File: src/design/assert_macros.svh
// Assertion helpers shared by the design files.
// No dependencies; take in with `include where assertions are written.
`ifndef ASSERT_MACROS_SVH
`define ASSERT_MACROS_SVH

// Same-cycle implication, checked on the rising edge, off during reset.
`define SHS_ASSERT_IMP(lbl, clk, rst_n, ante, cons) \
  lbl: assert property (@(posedge clk) disable iff (!rst_n) (ante) |-> (cons)) \
    else $error("shs assertion failed");

// Next-cycle implication, checked on the rising edge, off during reset.
`define SHS_ASSERT_NEXT(lbl, clk, rst_n, ante, cons) \
  lbl: assert property (@(posedge clk) disable iff (!rst_n) (ante) |=> (cons)) \
    else $error("shs assertion failed");

`endif

File: src/design/shs_pkg.sv
// Constants, types and the coil pattern table of the half-step sequencer.
// No dependencies; used by the interfaces and all modules.
package shs_pkg;

  localparam int DEGREES_PER_UNIT    = 45;
  localparam int HALF_STEPS_PER_UNIT = 512;

  localparam int DEG_W   = 10;
  localparam int HS_W    = 14;
  localparam int TICK_W  = 16;
  localparam int PHASE_W = 3;
  localparam int COIL_W  = 4;

  localparam int QUOT_W  = $clog2(((1 << DEG_W) - 1) / DEGREES_PER_UNIT + 1);
  localparam int HSU_W   = $clog2(HALF_STEPS_PER_UNIT + 1);
  localparam int NFULL_W = QUOT_W + HSU_W;

  // degrees / DEGREES_PER_UNIT as multiply by rounded-up reciprocal;
  // the error stays below 1/1024 of a unit, under the smallest gap to the next unit.
  localparam int RECIP_SHIFT = 20;
  localparam int RECIP       = ((1 << RECIP_SHIFT) + DEGREES_PER_UNIT - 1) / DEGREES_PER_UNIT;
  localparam int RECIP_W     = RECIP_SHIFT + 1;
  localparam int PROD_W      = DEG_W + RECIP_W;

  localparam logic [HS_W-1:0]   HS_MAX           = {HS_W{1'b1}};
  localparam logic [TICK_W-1:0] STEP_TICKS_RESET = TICK_W'(1500);

  localparam logic CMD_TICK = 1'b0;
  localparam logic CMD_MOVE = 1'b1;

  typedef logic [COIL_W-1:0] coil_t;

  // Input beat after the angle is reduced to whole units.
  typedef struct packed {
    logic              cmd;
    logic [QUOT_W-1:0] units;
    logic              direction;
  } shs_item_t;

  localparam coil_t CW_PATTERN [8] = '{
    4'd1, 4'd3, 4'd2, 4'd6, 4'd4, 4'd12, 4'd8, 4'd9
  };

  function automatic coil_t pattern_for(input logic dir, input logic [PHASE_W-1:0] phase);
    coil_t pat;
    if (dir) begin
      pat = CW_PATTERN[phase];
    end else begin
      pat = CW_PATTERN[~phase];
    end
    return pat;
  endfunction

endpackage

File: src/design/shs_ifs.sv
// Valid/ready channel interfaces of the half-step sequencer.
// Depends on shs_pkg for field widths.
interface shs_in_if;
  logic                       valid;
  logic                       ready;
  logic                       cmd;
  logic [shs_pkg::DEG_W-1:0]  degrees;
  logic                       direction;

  modport source (output valid, output cmd, output degrees, output direction, input ready);
  modport sink   (input valid, input cmd, input degrees, input direction, output ready);
endinterface

interface shs_out_if;
  logic                 valid;
  logic                 ready;
  shs_pkg::coil_t       coils;
  logic                 busy_res;
  logic                 done_res;
  logic                 rejected;

  modport source (output valid, output coils, output busy_res, output done_res,
                  output rejected, input ready);
  modport sink   (input valid, input coils, input busy_res, input done_res,
                  input rejected, output ready);
endinterface

File: src/design/shs_in_stage.sv
// Input register of the sequencer: takes a beat and reduces degrees to whole units.
// Depends on shs_pkg and shs_in_if.
module shs_in_stage (
  input  logic               clk,
  input  logic               rst_n,
  shs_in_if.sink             in_ch,
  input  logic               take,
  output logic               item_valid,
  output shs_pkg::shs_item_t item
);

  logic                        valid_r, valid_nxt;
  shs_pkg::shs_item_t          item_r, item_nxt;
  logic                        load;
  logic [shs_pkg::PROD_W-1:0]  prod;

  assign in_ch.ready = !valid_r || take;
  assign load        = in_ch.valid && in_ch.ready;

  assign prod = shs_pkg::PROD_W'(in_ch.degrees) *
                shs_pkg::PROD_W'(shs_pkg::RECIP);

  always_comb begin
    valid_nxt = load || (valid_r && !take);
    item_nxt  = item_r;
    if (load) begin
      item_nxt.cmd       = in_ch.cmd;
      item_nxt.units     = prod[shs_pkg::RECIP_SHIFT +: shs_pkg::QUOT_W];
      item_nxt.direction = in_ch.direction;
    end
  end

  always_ff @(posedge clk) begin
    if (!rst_n) begin
      valid_r <= 1'b0;
    end else begin
      valid_r <= valid_nxt;
    end
    item_r <= item_nxt;
  end

  assign item_valid = valid_r;
  assign item       = item_r;

endmodule

File: src/design/shs_core.sv
// Sequencer state, step logic and result register.
// Depends on shs_pkg and shs_out_if.
module shs_core (
  input  logic                        clk,
  input  logic                        rst_n,
  input  logic                        cfg_we,
  input  logic [shs_pkg::TICK_W-1:0]  cfg_wdata,
  input  logic                        item_valid,
  input  shs_pkg::shs_item_t          item,
  output logic                        take,
  shs_out_if.source                   out_ch
);

  logic [shs_pkg::TICK_W-1:0]  step_ticks_r, step_ticks_nxt;
  logic [shs_pkg::PHASE_W-1:0] phase_r, phase_nxt;
  logic                        dir_r, dir_nxt;
  logic [shs_pkg::HS_W-1:0]    hs_left_r, hs_left_nxt;
  logic [shs_pkg::TICK_W-1:0]  hold_r, hold_nxt;
  logic                        running_r, running_nxt;
  shs_pkg::coil_t              coil_r, coil_nxt;

  logic                        out_valid_r, out_valid_nxt;
  shs_pkg::coil_t              out_coils_r, out_coils_nxt;
  logic                        out_busy_r, out_busy_nxt;
  logic                        out_done_r, out_done_nxt;
  logic                        out_rej_r, out_rej_nxt;

  logic [shs_pkg::NFULL_W-1:0] n_full;
  logic [shs_pkg::HS_W-1:0]    hs_start;
  logic [shs_pkg::TICK_W-1:0]  hold_load;
  logic [shs_pkg::HS_W-1:0]    hs_dec;
  logic                        done;
  logic                        rej;

  assign take = item_valid && (!out_valid_r || out_ch.ready);

  assign n_full   = shs_pkg::NFULL_W'(item.units) *
                    shs_pkg::NFULL_W'(shs_pkg::HALF_STEPS_PER_UNIT);
  assign hs_start = (n_full > shs_pkg::NFULL_W'(shs_pkg::HS_MAX)) ?
                    shs_pkg::HS_MAX : n_full[shs_pkg::HS_W-1:0];
  assign hold_load = (step_ticks_r == '0) ? shs_pkg::TICK_W'(1) : step_ticks_r;
  assign hs_dec    = (hs_left_r != '0) ? hs_left_r - shs_pkg::HS_W'(1) : hs_left_r;

  always_comb begin
    step_ticks_nxt = cfg_we ? cfg_wdata : step_ticks_r;
    phase_nxt      = phase_r;
    dir_nxt        = dir_r;
    hs_left_nxt    = hs_left_r;
    hold_nxt       = hold_r;
    running_nxt    = running_r;
    coil_nxt       = coil_r;
    done           = 1'b0;
    rej            = 1'b0;

    if (take) begin
      if (item.cmd == shs_pkg::CMD_MOVE) begin
        if (running_r) begin
          rej = 1'b1;
        end else begin
          dir_nxt     = item.direction;
          phase_nxt   = '0;
          hs_left_nxt = hs_start;
          if (hs_start == '0) begin
            done = 1'b1;
          end else begin
            running_nxt = 1'b1;
            coil_nxt    = shs_pkg::pattern_for(item.direction, '0);
            hold_nxt    = hold_load;
          end
        end
      end else if (running_r) begin
        if (hold_r > shs_pkg::TICK_W'(1)) begin
          hold_nxt = hold_r - shs_pkg::TICK_W'(1);
        end else begin
          hs_left_nxt = hs_dec;
          if (hs_dec == '0) begin
            // last half-step: stop and keep the coils where they are
            running_nxt = 1'b0;
            hold_nxt    = '0;
            done        = 1'b1;
          end else begin
            phase_nxt = phase_r + shs_pkg::PHASE_W'(1);
            coil_nxt  = shs_pkg::pattern_for(dir_r, phase_r + shs_pkg::PHASE_W'(1));
            hold_nxt  = hold_load;
          end
        end
      end
    end

    out_valid_nxt = take || (out_valid_r && !out_ch.ready);
    out_coils_nxt = take ? coil_nxt    : out_coils_r;
    out_busy_nxt  = take ? running_nxt : out_busy_r;
    out_done_nxt  = take ? done        : out_done_r;
    out_rej_nxt   = take ? rej         : out_rej_r;
  end

  always_ff @(posedge clk) begin
    if (!rst_n) begin
      step_ticks_r <= shs_pkg::STEP_TICKS_RESET;
      phase_r      <= '0;
      dir_r        <= 1'b0;
      hs_left_r    <= '0;
      hold_r       <= '0;
      running_r    <= 1'b0;
      coil_r       <= '0;
      out_valid_r  <= 1'b0;
    end else begin
      step_ticks_r <= step_ticks_nxt;
      phase_r      <= phase_nxt;
      dir_r        <= dir_nxt;
      hs_left_r    <= hs_left_nxt;
      hold_r       <= hold_nxt;
      running_r    <= running_nxt;
      coil_r       <= coil_nxt;
      out_valid_r  <= out_valid_nxt;
    end
    out_coils_r <= out_coils_nxt;
    out_busy_r  <= out_busy_nxt;
    out_done_r  <= out_done_nxt;
    out_rej_r   <= out_rej_nxt;
  end

  assign out_ch.valid    = out_valid_r;
  assign out_ch.coils    = out_coils_r;
  assign out_ch.busy_res = out_busy_r;
  assign out_ch.done_res = out_done_r;
  assign out_ch.rejected = out_rej_r;

endmodule

File: src/design/stepper_half_step_sequencer.sv
// Half-step sequencer for a four-coil stepper: input register, step logic, result register.
// An accepted input beat is registered in shs_in_stage, then its result in the result
// register of shs_core; while the result side stalls, the beat waits in the input register.
// Throughput: one beat per cycle unless the result side stalls; state updates on each take.
// Reset (rst_n low, synchronous): coils off, idle, step_ticks back to 1500.
// Depends on shs_pkg, shs_ifs, shs_in_stage, shs_core and assert_macros.svh.
`include "assert_macros.svh"

module stepper_half_step_sequencer (
  input  logic                       clk,
  input  logic                       rst_n,
  input  logic                       cfg_we,
  input  logic [shs_pkg::TICK_W-1:0] cfg_wdata,
  shs_in_if.sink                     in_ch,
  shs_out_if.source                  out_ch
);

  logic               item_valid;
  shs_pkg::shs_item_t item;
  logic               take;

  shs_in_stage u_in_stage (
    .clk        (clk),
    .rst_n      (rst_n),
    .in_ch      (in_ch),
    .take       (take),
    .item_valid (item_valid),
    .item       (item)
  );

  shs_core u_core (
    .clk        (clk),
    .rst_n      (rst_n),
    .cfg_we     (cfg_we),
    .cfg_wdata  (cfg_wdata),
    .item_valid (item_valid),
    .item       (item),
    .take       (take),
    .out_ch     (out_ch)
  );

  `SHS_ASSERT_IMP(a_done_not_busy, clk, rst_n, out_ch.valid && out_ch.done_res, !out_ch.busy_res)
  `SHS_ASSERT_IMP(a_rej_only_busy, clk, rst_n, out_ch.valid && out_ch.rejected,
                  out_ch.busy_res && !out_ch.done_res)
  `SHS_ASSERT_IMP(a_stall_from_out, clk, rst_n, !in_ch.ready, out_ch.valid && !out_ch.ready)
  `SHS_ASSERT_NEXT(a_take_gives_out, clk, rst_n, take, out_ch.valid)

endmodule

File: src/flat_wrapper.sv
// flat-port wrapper written by rule: the top's interface ports become plain ports
module stepper_half_step_sequencer_flat 
  (clk, rst_n, cfg_we, cfg_wdata, in_ch_valid, in_ch_cmd, in_ch_degrees, in_ch_direction, in_ch_ready, out_ch_valid, out_ch_coils, out_ch_busy_res, out_ch_done_res, out_ch_rejected, out_ch_ready);
  shs_in_if in_ch_i ();
  shs_out_if out_ch_i ();
  input  logic clk;
  input  logic rst_n;
  input  logic cfg_we;
  input  logic [shs_pkg::TICK_W-1:0] cfg_wdata;
  input wire logic [$bits(in_ch_i.valid)-1:0] in_ch_valid;
  input wire logic [$bits(in_ch_i.cmd)-1:0] in_ch_cmd;
  input wire logic [$bits(in_ch_i.degrees)-1:0] in_ch_degrees;
  input wire logic [$bits(in_ch_i.direction)-1:0] in_ch_direction;
  output wire logic [$bits(in_ch_i.ready)-1:0] in_ch_ready;
  output wire logic [$bits(out_ch_i.valid)-1:0] out_ch_valid;
  output wire logic [$bits(out_ch_i.coils)-1:0] out_ch_coils;
  output wire logic [$bits(out_ch_i.busy_res)-1:0] out_ch_busy_res;
  output wire logic [$bits(out_ch_i.done_res)-1:0] out_ch_done_res;
  output wire logic [$bits(out_ch_i.rejected)-1:0] out_ch_rejected;
  input wire logic [$bits(out_ch_i.ready)-1:0] out_ch_ready;
  assign in_ch_i.valid = in_ch_valid;
  assign in_ch_i.cmd = in_ch_cmd;
  assign in_ch_i.degrees = in_ch_degrees;
  assign in_ch_i.direction = in_ch_direction;
  assign in_ch_ready = in_ch_i.ready;
  assign out_ch_valid = out_ch_i.valid;
  assign out_ch_coils = out_ch_i.coils;
  assign out_ch_busy_res = out_ch_i.busy_res;
  assign out_ch_done_res = out_ch_i.done_res;
  assign out_ch_rejected = out_ch_i.rejected;
  assign out_ch_i.ready = out_ch_ready;
  stepper_half_step_sequencer u_core (.clk(clk), .rst_n(rst_n), .cfg_we(cfg_we), .cfg_wdata(cfg_wdata), .in_ch(in_ch_i), .out_ch(out_ch_i));
endmodule
File: config.mk
export PLATFORM = sky130hd
export DESIGN_NAME = stepper_half_step_sequencer_flat
export DESIGN_NICKNAME = d
export VERILOG_FILES = /design/src/design/shs_pkg.sv /design/src/design/shs_ifs.sv /design/src/design/shs_in_stage.sv /design/src/design/shs_core.sv /design/src/design/stepper_half_step_sequencer.sv /design/src/flat_wrapper.sv
export VERILOG_INCLUDE_DIRS = /design/src /design/src/design
export SDC_FILE = /design/constraint.sdc
export NUM_CORES = 1
export LEC_CHECK = 0
export BUFFER_PORTS_ARGS = -buffer_cell sky130_fd_sc_hd__buf_2
export CORE_AREA = 4 4 135 137
export CTS_BUF_LIST = sky130_fd_sc_hd__clkbuf_2
export CTS_CLUSTER_DIAMETER = 50
export CTS_CLUSTER_SIZE = 12
export DETAILED_ROUTE_END_ITERATION = 10
export DIE_AREA = 0 0 139 141
export PLACE_DENSITY_LB_ADDON = 0.05
export SLEW_MARGIN = 40
export SYNTH_ARGS = -nofsm -noshare
export SYNTH_HDL_FRONTEND = slang
export SYNTH_SLANG_ARGS = --single-unit
File: constraint.sdc
create_clock -name clk -period 8.7 [get_ports clk]
set_input_delay 2.175 -clock clk [delete_from_list [all_inputs] [get_ports clk]]
set_output_delay 2.175 -clock clk [all_outputs]
set_load 0.005 [all_outputs]
==> impl_metrics.env, run 1 <==
export IMPL_clock_root_buffer="clkbuf_2"
export IMPL_viasPerCell=5.17
export IMPL_postSynthCellCount=664
export IMPL_place_detailed_instances=909
export IMPL_edff_count_synth=14
export IMPL_critical_path_cell_count=16
export IMPL_critical_path_max_stage_delay_ns=0.55
export IMPL_run_status="finished, final reports clean"
export IMPL_ctsResizeCount=0
export IMPL_post_synth_mux_area_share_pct=4.56
export IMPL_cts_hold_buffers_added=0
export IMPL_cp_data_required_time_ns=8.98
export IMPL_arrival_ns=6.06
export IMPL_r2r_slack_ns=5.32
export IMPL_number_of_register_bits_inferred_by_synthesis=71
export IMPL_groute_layer_met1_usage_pct=21.3
export IMPL_yosysTopAreaCellShare_pct=19.5
export IMPL_ant_nets=0
export IMPL_combinationalPowerShare_pct=47.7
export IMPL_critical_path_buf_inv_count=3
export IMPL_yosys_area_share_xor_xnor_pct=2.69
export IMPL_share_seq_of_total_power_pct=32.1
export IMPL_max_clock_freq_ghz=0.173
export IMPL_yosys_top_cells_area="dfxtp_1 20%, ha_1 17%, fa_1 8.9%, edfxtp_1 7.2%, o21ai_0 4.4%"
export IMPL_design_power_total_uw=1220
export IMPL_critPathMaxFanout=5
export IMPL_synth_fa_ha_area_share_pct=26.0
export IMPL_syn_cell_area_um2=5850
export IMPL_io_buffers=41
export IMPL_yosys_cell_count_top_type="ha_1"
export IMPL_hold_end="u_core.u_core.coil_r[1]$_SDFF_PN0_"
export IMPL_synth_simple_gate_area_share_pct=16.8
export IMPL_async_flop_share_pct=0
export IMPL_die_area_um2=19600
export IMPL_post_cts_setup_buffer_count=0
export IMPL_boundaryPins=42
export IMPL_areaGrowthSynthToFinish_pct=10.0
export IMPL_routed_via_count=4790
export IMPL_power_net_switching_uw=486
export IMPL_tightestPinTransition_ns=0.782
export IMPL_clkSinkCount=71
export IMPL_fin_setup_tns_ns=0
export IMPL_synth_seq_area_share_pct=26.7
export IMPL_post_route_cells_drive_above_1_share_pct=11.6
export IMPL_dominant_combinational_cell_family_by_area_after_synthesis="adder cells"
export IMPL_numCtsBuffers=9
export IMPL_grt_first_pass_wirelength_um=25600
export IMPL_h_tree_depth=3
export IMPL_rr_endpoint="u_core.u_core.hs_left_r[4]$_SDFFE_PN0P_"
export IMPL_critPathKind="primary input to flip-flop"
export IMPL_endpoint_kind="flip-flop"
export IMPL_initial_core_util_pct=34.3
export IMPL_hp_start="u_core.u_core.coil_r[1]$_SDFF_PN0_"
export IMPL_clock_tree_buffer_depth=2
export IMPL_clock_power_share_pct=20.2
export IMPL_setup_worst_path_start_class="primary input"
export IMPL_hold_viol_final=0
export IMPL_gpl_final_weighted_congestion=0.871
export IMPL_most_crowded_layer_gr="met2"
export IMPL_clock_insertion_delay_worst_skew_ns=0.53
export IMPL_synth_fp_nets=803
export IMPL_number_of_antenna_violations_at_the_first_check_in_global_routing=1
export IMPL_core_area_um2=17100
export IMPL_clock_tree_from_tritoncts="built"
export IMPL_worst_path_dominant_cell_family="adder cells"
export IMPL_switching_power_share_of_the_total_pct=39.7
export IMPL_total_leakage_power_uw=0.00296
export IMPL_hold_path_depth=2
export IMPL_detail_route_first_pass_iterations=6
export IMPL_gr_usage_all_layers_pct=15.8
export IMPL_syn_avg_cell_area_um2=8.81
export IMPL_hold_class="flip-flop to flip-flop"
export IMPL_ys_top_cells_by_count="80 x ha_1, 59 x inv_1, 57 x dfxtp_1, 56 x nand2_1"
export IMPL_dpl_hpwl_um=11600
export IMPL_routed_wire_length_per_instance_um=16.1
export IMPL_fin_cells=926
export IMPL_finalWorstPathRequiredPeriod_ns=5.78
export IMPL_ff2ff_path_depth=8
export IMPL_rows=48
export IMPL_maximum_number_of_pins_on_one_net_before_global_route_repair=46
export IMPL_timing_max_cap_violations=0
export IMPL_grt_setup_unrepaired="no"
export IMPL_globalRoute_totalOverflow=0
export IMPL_wirelength_um=14900
export IMPL_max_slew_margin_pct=47.4
export IMPL_power_ir_vdd_worst_mv=0.0860
export IMPL_num_nets_final=834
export IMPL_groute_layer_met2_usage_pct=26.6
export IMPL_synth_top_area_cell="dfxtp_1"
export IMPL_clock_skew_ns=0.0238
export IMPL_drt_drc_violations_left=0
export IMPL_drv_slew=0
export IMPL_share_of_the_synthesized_area_in_compound_gates_ao_oa_aoi_oai_pct=17.5
export IMPL_setup_violations=0
export IMPL_yosys_cell_types_count=69
export IMPL_synthFlopType="dfxtp_1"
export IMPL_clkSlewWorstSetupHoldPaths_ns=0.19
export IMPL_regToRegStartpoint="u_core.u_in_stage.item[6]$_DFFE_PP_"
export IMPL_die_x_extent_um=139
export IMPL_die_height_um=141
export IMPL_ys_warn_count=0
export IMPL_grt_pass1_vias=4979
export IMPL_path_cells="buf_2, inv_1, ha_1, fa_1, inv_1, fa_1, fa_1, ha_1, ha_1, o21a_1, o21ai_0, a21boi_0, o221ai_1, nand2_1, a221oi_1, xnor2_1"
export IMPL_cpMaxStageDelayCell="fa_1"
export IMPL_gr_usage_met3_pct=2.10
export IMPL_cell_internal_power_uw=738
export IMPL_period_share_pct=66.4
export IMPL_drt_initial_drc_count=246
export IMPL_power_per_cell_area_nw_per_um2=190
-- cell type report --
cell class	count	area (µm²)
fillers	1785	10600
multi-input cells	507	3970
flip-flops and latches	71	1560
well taps	225	282
repair buffers	46	243
inverters	60	225
clock inverters	7	110
clock buffers	9	45.0
diodes	1	2.50
-- worst max path at each step --
| stage | from | endpoint |
|---|---|---|
| after floorplan | in_ch_degrees[8] | u_core.u_in_stage.item[4]$_DFFE_PP_ |
| after CTS | in_ch_degrees[8] | u_core.u_in_stage.item[4]$_DFFE_PP_ |
| after global routing | in_ch_degrees[6] | u_core.u_in_stage.item[5]$_DFFE_PP_ |
| after detailed placement | in_ch_degrees[8] | u_core.u_in_stage.item[4]$_DFFE_PP_ |
| final | in_ch_degrees[8] | u_core.u_in_stage.item[5]$_DFFE_PP_ |
| after global placement | in_ch_degrees[8] | u_core.u_in_stage.item[4]$_DFFE_PP_ |
-- state kept, by name, indices dropped and copies added (netlist names), 3 cells and up --
name,flops
u_core.u_core.step_ticks_r,16
u_core.u_in_stage.item,7
u_core.u_core.coil_r,4
u_core.u_core.hold_r,16
u_core.u_core.phase_r,3
u_core.u_core.hs_left_r,14
u_core.u_core.out_ch.coils,4
-- cell families (layout without fill, tap and decap cells) --
| logic type | count (synthesis) | count (layout) |
|---|---|---|
| adder cells (fa/ha/maj) | 106 | 106 |
| AO/OA/AOI/OAI | 156 | 156 |
| XOR/XNOR | 18 | 18 |
| multiplexers | 26 | 26 |
| AND/OR/NAND/NOR | 201 | 201 |
| other | 0 | 1 |
| buffers and inverters | 86 | 122 |
| flip-flops | 71 | 71 |
-- metrics by stage --
stage	worst slack, ns	hold WS, ns	utilization, %	cell area [µm²]
3_5_place_dp	2.36	0.470	36.8	6270
4_1_cts	2.94	0.494	37.7	6430
6_report	2.92	0.496	37.7	6440
2_1_floorplan	2.76	0.450	-	5850
3_3_place_gp	2.48	0.463	36.7	6260
5_1_grt	2.71	0.554	37.7	6440
-- layer usage --
layer	vias to the layer above	wire length (µm)
met5	-	0
met4	0	246
met3	16	407
met2	68	7050
met1	2261	7200
li1	2445	-
-- cell usage in the layout, fill, tap and decap left out, types with 3 or more instances in the layout --
cell,count
xnor2_1,6
o21a_1,4
buf_4,5
a2111oi_0,3
o31ai_1,6
buf_2,41
nor4_1,9
bufinv_16,3
or2_2,3
edfxtp_1,14
inv_1,59
nand4_1,4
mux2i_1,24
ha_1,80
nand3_1,7
or4_1,4
fa_1,26
or3_1,9
o21ai_0,52
nor2b_1,3
and3_1,5
a21o_1,7
nor3b_1,3
a41oi_1,3
xor2_1,12
clkbuf_2,9
a211oi_1,3
nor3_1,25
nand2_1,56
dfxtp_1,57
nor2_1,52
and2_1,6
a21oi_1,35
a31oi_1,14
-- power groups by stage --
stage	clock (µW)	sequential, µW	combinational (µW)
after floorplan	0	392	443
after global placement	0	399	580
after detailed placement	0	400	586
after CTS	257	393	593
after global routing	270	398	686
final	247	393	584
-- worst register-to-register path, stage by stage, from the launching register on --
cell	delay (ns)
edfxtp_1	0.37
buf_4	0.40
inv_1	0.42
ha_1	0.32
or3_1	0.43
nor3_1	0.62
nand2_1	0.16
or3_2	0.45
a21oi_1	0.14
Power figures use the tool's default switching activity.
==> run 2: changes to the inputs <==
- clock period: 8.7 -> 4.9 ns (I/O delays scaled with it)
==> impl_metrics.env, run 2 (same netlist as run 1, synthesis figures left out) <==
export IMPL_drv_slew=0
export IMPL_crit_start="in_ch_degrees[8]"
export IMPL_io_buffers=41
export IMPL_boundaryPins=42
export IMPL_die_area_um2=19600
export IMPL_wirelength_um=15000
export IMPL_dpl_hpwl_um=11700
export IMPL_detail_route_first_pass_iterations=6
export IMPL_period_share_pct=93.8
export IMPL_setup_violations=0
export IMPL_clock_tree_from_tritoncts="built"
export IMPL_critPathKind="primary input to flip-flop"
export IMPL_h_tree_depth=3
export IMPL_die_x_extent_um=139
export IMPL_number_of_antenna_violations_at_the_first_check_in_global_routing=1
export IMPL_max_clock_freq_ghz=0.217
export IMPL_routed_via_count=4959
export IMPL_timing_max_cap_violations=0
export IMPL_initial_core_util_pct=34.3
export IMPL_hold_class="flip-flop to flip-flop"
export IMPL_clock_insertion_delay_worst_skew_ns=0.59
export IMPL_fin_cells=961
export IMPL_biggestRegsByFlops="u_core.u_core.hold_r x16, u_core.u_core.step_ticks_r x16, u_core.u_core.hs_left_r x14"
export IMPL_arrival_ns=4.94
export IMPL_power_ir_vdd_worst_mv=0.136
export IMPL_cp_data_required_time_ns=5.24
export IMPL_regToRegStartpoint="u_core.u_core.hs_left_r[4]$_SDFFE_PN0P_"
export IMPL_setup_worst_path_start_class="primary input"
export IMPL_maximum_number_of_pins_on_one_net_before_global_route_repair=45
export IMPL_routed_wire_length_per_instance_um=15.6
export IMPL_post_cts_setup_buffer_count=0
export IMPL_drt_drc_violations_left=0
export IMPL_cts_hold_buffers_added=0
export IMPL_max_slew_margin_pct=57.3
export IMPL_layout_cells_most_common="ha_1"
export IMPL_globalRoute_totalOverflow=0
export IMPL_dp_slack_ns=-0.304
export IMPL_finalWorstPathRequiredPeriod_ns=4.60
export IMPL_run_status="finished, final reports clean"
export IMPL_post_route_cells_drive_above_1_share_pct=16.1
export IMPL_die_height_um=141
export IMPL_hold_viol_final=0
export IMPL_grt_pass1_vias=5140
export IMPL_place_detailed_instances=944
export IMPL_critPathMaxFanout=3
export IMPL_rows=48
export IMPL_viasPerCell=5.16
export IMPL_core_area_um2=17100
export IMPL_grt_setup_unrepaired="no"
export IMPL_total_leakage_power_uw=0.00313
export IMPL_leading_cell_types_in_the_layout_fill_and_taps_excluded="80 x ha_1, 59 x inv_1, 57 x dfxtp_1"
export IMPL_gpl_final_weighted_congestion=0.828
export IMPL_clkSinkCount=71
export IMPL_placement_cell_area_um2=6550
export IMPL_clkSlewWorstSetupHoldPaths_ns=0.21
export IMPL_clock_skew_ns=0.0529
export IMPL_ant_nets=0
export IMPL_gr_usage_all_layers_pct=16.0
export IMPL_num_nets_final=869
export IMPL_clock_tree_buffer_depth=2
export IMPL_ctsResizeCount=0
export IMPL_numCtsBuffers=9
export IMPL_clock_root_buffer="clkbuf_2"
export IMPL_hp_start="u_core.u_core.hs_left_r[12]$_SDFFE_PN0P_"
export IMPL_endpoint_kind="flip-flop"
export IMPL_grt_first_pass_wirelength_um=25700
export IMPL_finish_instance_area_um2=6720
export IMPL_power_per_cell_area_nw_per_um2=338
export IMPL_final_setup_worst_slack_ns=0.302
export IMPL_areaGrowthSynthToFinish_pct=14.9
export IMPL_drt_initial_drc_count=376
export IMPL_tightestPinTransition_ns=0.639
-- run 2: path summary, 6_finish.rpt --
path / to / slack (ns) / cells past startpoint
max reg2reg: u_core.u_core.out_ch.coils[2]$_DFFE_PP_ / 1.53 / 7
min reg2reg: u_core.u_core.hs_left_r[12]$_SDFFE_PN0P_ / 0.50 / 2
min: u_core.u_core.hs_left_r[12]$_SDFFE_PN0P_ / 0.50 / 2
max: u_core.u_in_stage.item[5]$_DFFE_PP_ / 0.30 / 16
-- run 2: area by class of cell --
type | instances | area, µm²
fill | 1764 | 10300
multi-input combinational | 507 | 3980
sequential | 71 | 1560
timing repair buffer | 81 | 505
tap | 225 | 282
inverter | 60 | 225
clock inverter | 7 | 119
clock buffer | 9 | 45.0
antenna | 1 | 2.50
-- run 2: worst max-delay path, stage by stage --
cell      delay (ns)
buf_2           0.10
inv_1           0.04
ha_1            0.32
fa_1            0.54
inv_1           0.05
fa_1            0.46
fa_1            0.49
ha_1            0.31
ha_1            0.33
o21a_1          0.11
o21ai_0         0.13
a21boi_0        0.14
o221ai_1        0.18
nand2_1         0.13
a221oi_2        0.28
xnor2_1         0.10
-- run 2: through the flow --
stage | hold WS (ns) | util, % | setup TNS (ns) | power, µW
floorplan | 0.450 | - | 0 | 1490
global placement | 0.462 | 38.3 | -0.931 | 1810
detailed placement | 0.474 | 38.4 | -1.19 | 1810
CTS | 0.503 | 39.3 | 0 | 2300
global route | 0.532 | 39.4 | 0 | 2510
finish | 0.497 | 39.4 | 0 | 2270
-- run 2: power breakdown --
part	internal (µW)	total [µW]	switching, µW
Combinational	495	1110	615
Clock	220	460	240
Sequential	659	699	40.7
Total	1370	2270	896
-- run 2: layer usage --
metal | vias to the layer above | routed length [µm] | GRT usage (%)
li1 | 2504 | - | -
met1 | 2346 | 7220 | 21.2
met2 | 95 | 7020 | 26.7
met3 | 14 | 593 | 3.12
met4 | 0 | 210 | 4.48
met5 | - | 0 | 0
==> run 3: changes to the inputs <==
- ABC_AREA: unset -> 1
- CORE_AREA: 4 4 135 137 -> 4 4 139 141
- DIE_AREA: 0 0 139 141 -> 0 0 143 145
- SKIP_LAST_GASP: unset -> 1
==> impl_metrics.env, run 3 <==
export IMPL_period_share_pct=94.0
export IMPL_multi_input_comb_area_um2=4170
export IMPL_syn_avg_cell_area_um2=7.76
export IMPL_gpl_final_weighted_congestion=0.868
export IMPL_yosys_top_cells_area="dfxtp_1 18%, ha_1 16%, fa_1 8.3%, nand2_1 7.8%, edfxtp_1 6.7%"
export IMPL_layout_cells_most_common="nand2_1"
export IMPL_drv_slew=0
export IMPL_maximum_number_of_pins_on_one_net_before_global_route_repair=36
export IMPL_power_ir_vdd_worst_mv=0.151
export IMPL_post_cts_setup_buffer_count=0
export IMPL_routed_via_count=5577
export IMPL_cp_data_required_time_ns=5.24
export IMPL_syn_cell_area_um2=6240
export IMPL_biggestRegsByFlops="u_core.u_core.hold_r x16, u_core.u_core.step_ticks_r x16, u_core.u_core.hs_left_r x14"
export IMPL_critPathKind="primary input to flip-flop"
export IMPL_synth_fp_nets=943
export IMPL_max_slew_margin_pct=56.4
export IMPL_initial_core_util_pct=34.7
export IMPL_number_of_register_bits_inferred_by_synthesis=71
export IMPL_hold_viol_final=0
export IMPL_yosysTopAreaCellShare_pct=18.3
export IMPL_setup_violations=0
export IMPL_wirelength_um=16400
export IMPL_synth_top_area_cell="dfxtp_1"
export IMPL_clock_tree_from_tritoncts="built"
export IMPL_setup_worst_path_start_class="primary input"
export IMPL_ys_warn_count=0
export IMPL_ff2ff_path_depth=17
export IMPL_hp_start="u_core.u_in_stage.item_valid$_SDFF_PN0_"
export IMPL_num_fill_cells=1884
export IMPL_detail_route_first_pass_iterations=4
export IMPL_finalWorstPathRequiredPeriod_ns=4.61
export IMPL_number_of_antenna_violations_at_the_first_check_in_global_routing=1
export IMPL_hold_path_depth=2
export IMPL_regToRegStartpoint="u_core.u_core.hs_left_r[0]$_SDFFE_PN0P_"
export IMPL_run_status="finished, final reports clean"
export IMPL_hold_end="u_core.u_core.out_ch.valid$_SDFF_PN0_"
export IMPL_grt_pass1_vias=5549
export IMPL_max_clock_freq_ghz=0.217
export IMPL_boundaryPins=42
export IMPL_arrival_ns=4.95
export IMPL_dpl_hpwl_um=13200
export IMPL_dp_slack_ns=-0.311
export IMPL_clock_tree_buffer_depth=2
export IMPL_power_net_switching_uw=1140
export IMPL_clock_insertion_delay_worst_skew_ns=0.56
export IMPL_h_tree_depth=3
export IMPL_ant_nets=0
export IMPL_cell_internal_power_uw=1410
export IMPL_drt_drc_violations_left=0
export IMPL_routed_wire_length_per_instance_um=14.6
export IMPL_rows=49
export IMPL_rr_endpoint="u_core.u_core.out_ch.coils[3]$_DFFE_PP_"
export IMPL_power_per_cell_area_nw_per_um2=359
export IMPL_final_setup_worst_slack_ns=0.292
export IMPL_critPathMaxFanout=3
export IMPL_ctsResizeCount=0
export IMPL_gr_usage_all_layers_pct=16.2
export IMPL_drt_initial_drc_count=226
export IMPL_share_seq_of_total_power_pct=28.0
export IMPL_grt_first_pass_wirelength_um=27300
export IMPL_cts_hold_buffers_added=0
export IMPL_grt_setup_unrepaired="no"
export IMPL_synth_seq_area_share_pct=25.0
export IMPL_globalRoute_totalOverflow=0
export IMPL_endpoint_kind="flip-flop"
export IMPL_synthFlopType="dfxtp_1"
export IMPL_num_nets_final=1023
export IMPL_leading_cell_types_in_the_layout_fill_and_taps_excluded="130 x nand2_1, 108 x inv_1, 83 x nor2_1"
export IMPL_clock_power_share_pct=14.0
export IMPL_switching_power_share_of_the_total_pct=44.8
export IMPL_tightestPinTransition_ns=0.653
export IMPL_design_power_total_uw=2550
export IMPL_die_area_um2=20700
export IMPL_yosys_cell_types_count=47
export IMPL_hold_class="flip-flop to flip-flop"
export IMPL_die_x_extent_um=143
export IMPL_postSynthCellCount=804
export IMPL_clkSinkCount=71
export IMPL_r2r_slack_ns=2.26
export IMPL_async_flop_share_pct=0
export IMPL_whs_ns=0.486
export IMPL_viasPerCell=4.98
export IMPL_yosys_cell_count_top_type="nand2_1"
export IMPL_edff_count_synth=14
export IMPL_fin_setup_tns_ns=0
export IMPL_io_buffers=41
export IMPL_post_route_cells_drive_above_1_share_pct=17.5
export IMPL_numCtsBuffers=9
export IMPL_total_leakage_power_uw=0.00353
export IMPL_core_area_um2=18000
export IMPL_clkSlewWorstSetupHoldPaths_ns=0.21
export IMPL_ys_top_cells_by_count="130 x nand2_1, 109 x inv_1, 83 x nor2_1, 80 x ha_1, 58 x a21oi_1"
export IMPL_clock_root_buffer="clkbuf_2"
export IMPL_areaGrowthSynthToFinish_pct=14.0
export IMPL_clock_skew_ns=0.0308
export IMPL_die_height_um=145
export IMPL_timing_max_cap_violations=0
export IMPL_final_seq_area_um2=1560
export IMPL_combinationalPowerShare_pct=58.0
run 3: cell count changes after synthesis, sizes merged, moves of 20 or more:
cell and delta:
a21oi +23, inv +51, mux2i -24, nand2 +84, nand3 +46, nor2 +41, nor3 -20
run 3: final cells by class:
type	count	area share, %
Sequential cell	71	22.0
Clock buffer	9	0.633
Tap cell	229	4.03
Multi-Input combinational cell	603	58.6
Timing Repair Buffer	89	7.95
Clock inverter	7	1.00
Inverter	110	5.81
Antenna cell	1	0.0352
run 3: per-layer routing:
| layer | global-route usage [%] | part of all wire, % | vias up |
|---|---|---|---|
| met5 | 0 | 0 | - |
| met4 | 3.75 | 1.4 | 0 |
| met3 | 2.80 | 3.7 | 13 |
| met2 | 25.2 | 45 | 118 |
| met1 | 23.4 | 50 | 2580 |
| li1 | - | - | 2866 |
run 3: power groups by stage:
stage | Sequential (µW) | Combinational (µW) | Clock (µW)
floorplan | 708 | 1010 | 0
global placement | 727 | 1490 | 0
detailed placement | 726 | 1480 | 0
CTS | 714 | 1490 | 387
global route | 722 | 1690 | 408
finish | 714 | 1480 | 357
run 3: metrics by stage:
| step | std cells | util [%] | area (µm²) |
|---|---|---|---|
| floorplan | 804 | - | 6240 |
| global placement | 1102 | 38.9 | 6990 |
| detailed placement | 1102 | 38.9 | 6990 |
| CTS | 1118 | 39.6 | 7110 |
| global route | 1119 | 39.6 | 7110 |
| finish | 1119 | 39.6 | 7110 |
run 3: worst max path at each step:
stage                     start                                   to  cells past startpoint
6_report       in_ch_degrees[8]  u_core.u_in_stage.item[5]$_DFFE_PP_                     17
3_3_place_gp   in_ch_degrees[7]  u_core.u_in_stage.item[3]$_DFFE_PP_                     15
4_1_cts        in_ch_degrees[7]  u_core.u_in_stage.item[5]$_DFFE_PP_                     14
3_5_place_dp   in_ch_degrees[8]  u_core.u_in_stage.item[5]$_DFFE_PP_                     16
5_1_grt        in_ch_degrees[2]  u_core.u_in_stage.item[5]$_DFFE_PP_                     20
2_1_floorplan  in_ch_degrees[8]  u_core.u_in_stage.item[5]$_DFFE_PP_                     15
run 3: kinds of logic after synthesis:
family,after synthesis,synth area share (%)
compound gates,152,14.0
xor+xnor,17,2.39
fa+ha+maj,106,24.4
buf+inv,130,8.15
flops,71,25.0
simple gates,328,26.0
run 3: worst max-delay path, stage by stage:
cell,delay (ns)
buf_2,0.10
buf_4,0.13
ha_1,0.33
fa_1,0.52
inv_1,0.05
fa_1,0.53
inv_1,0.04
ha_1,0.28
ha_1,0.29
ha_1,0.32
nand2_1,0.09
nor4_1,0.36
nand4_1,0.16
nand3_1,0.16
nand2_1,0.07
o211a_1,0.12
xor2_1,0.14
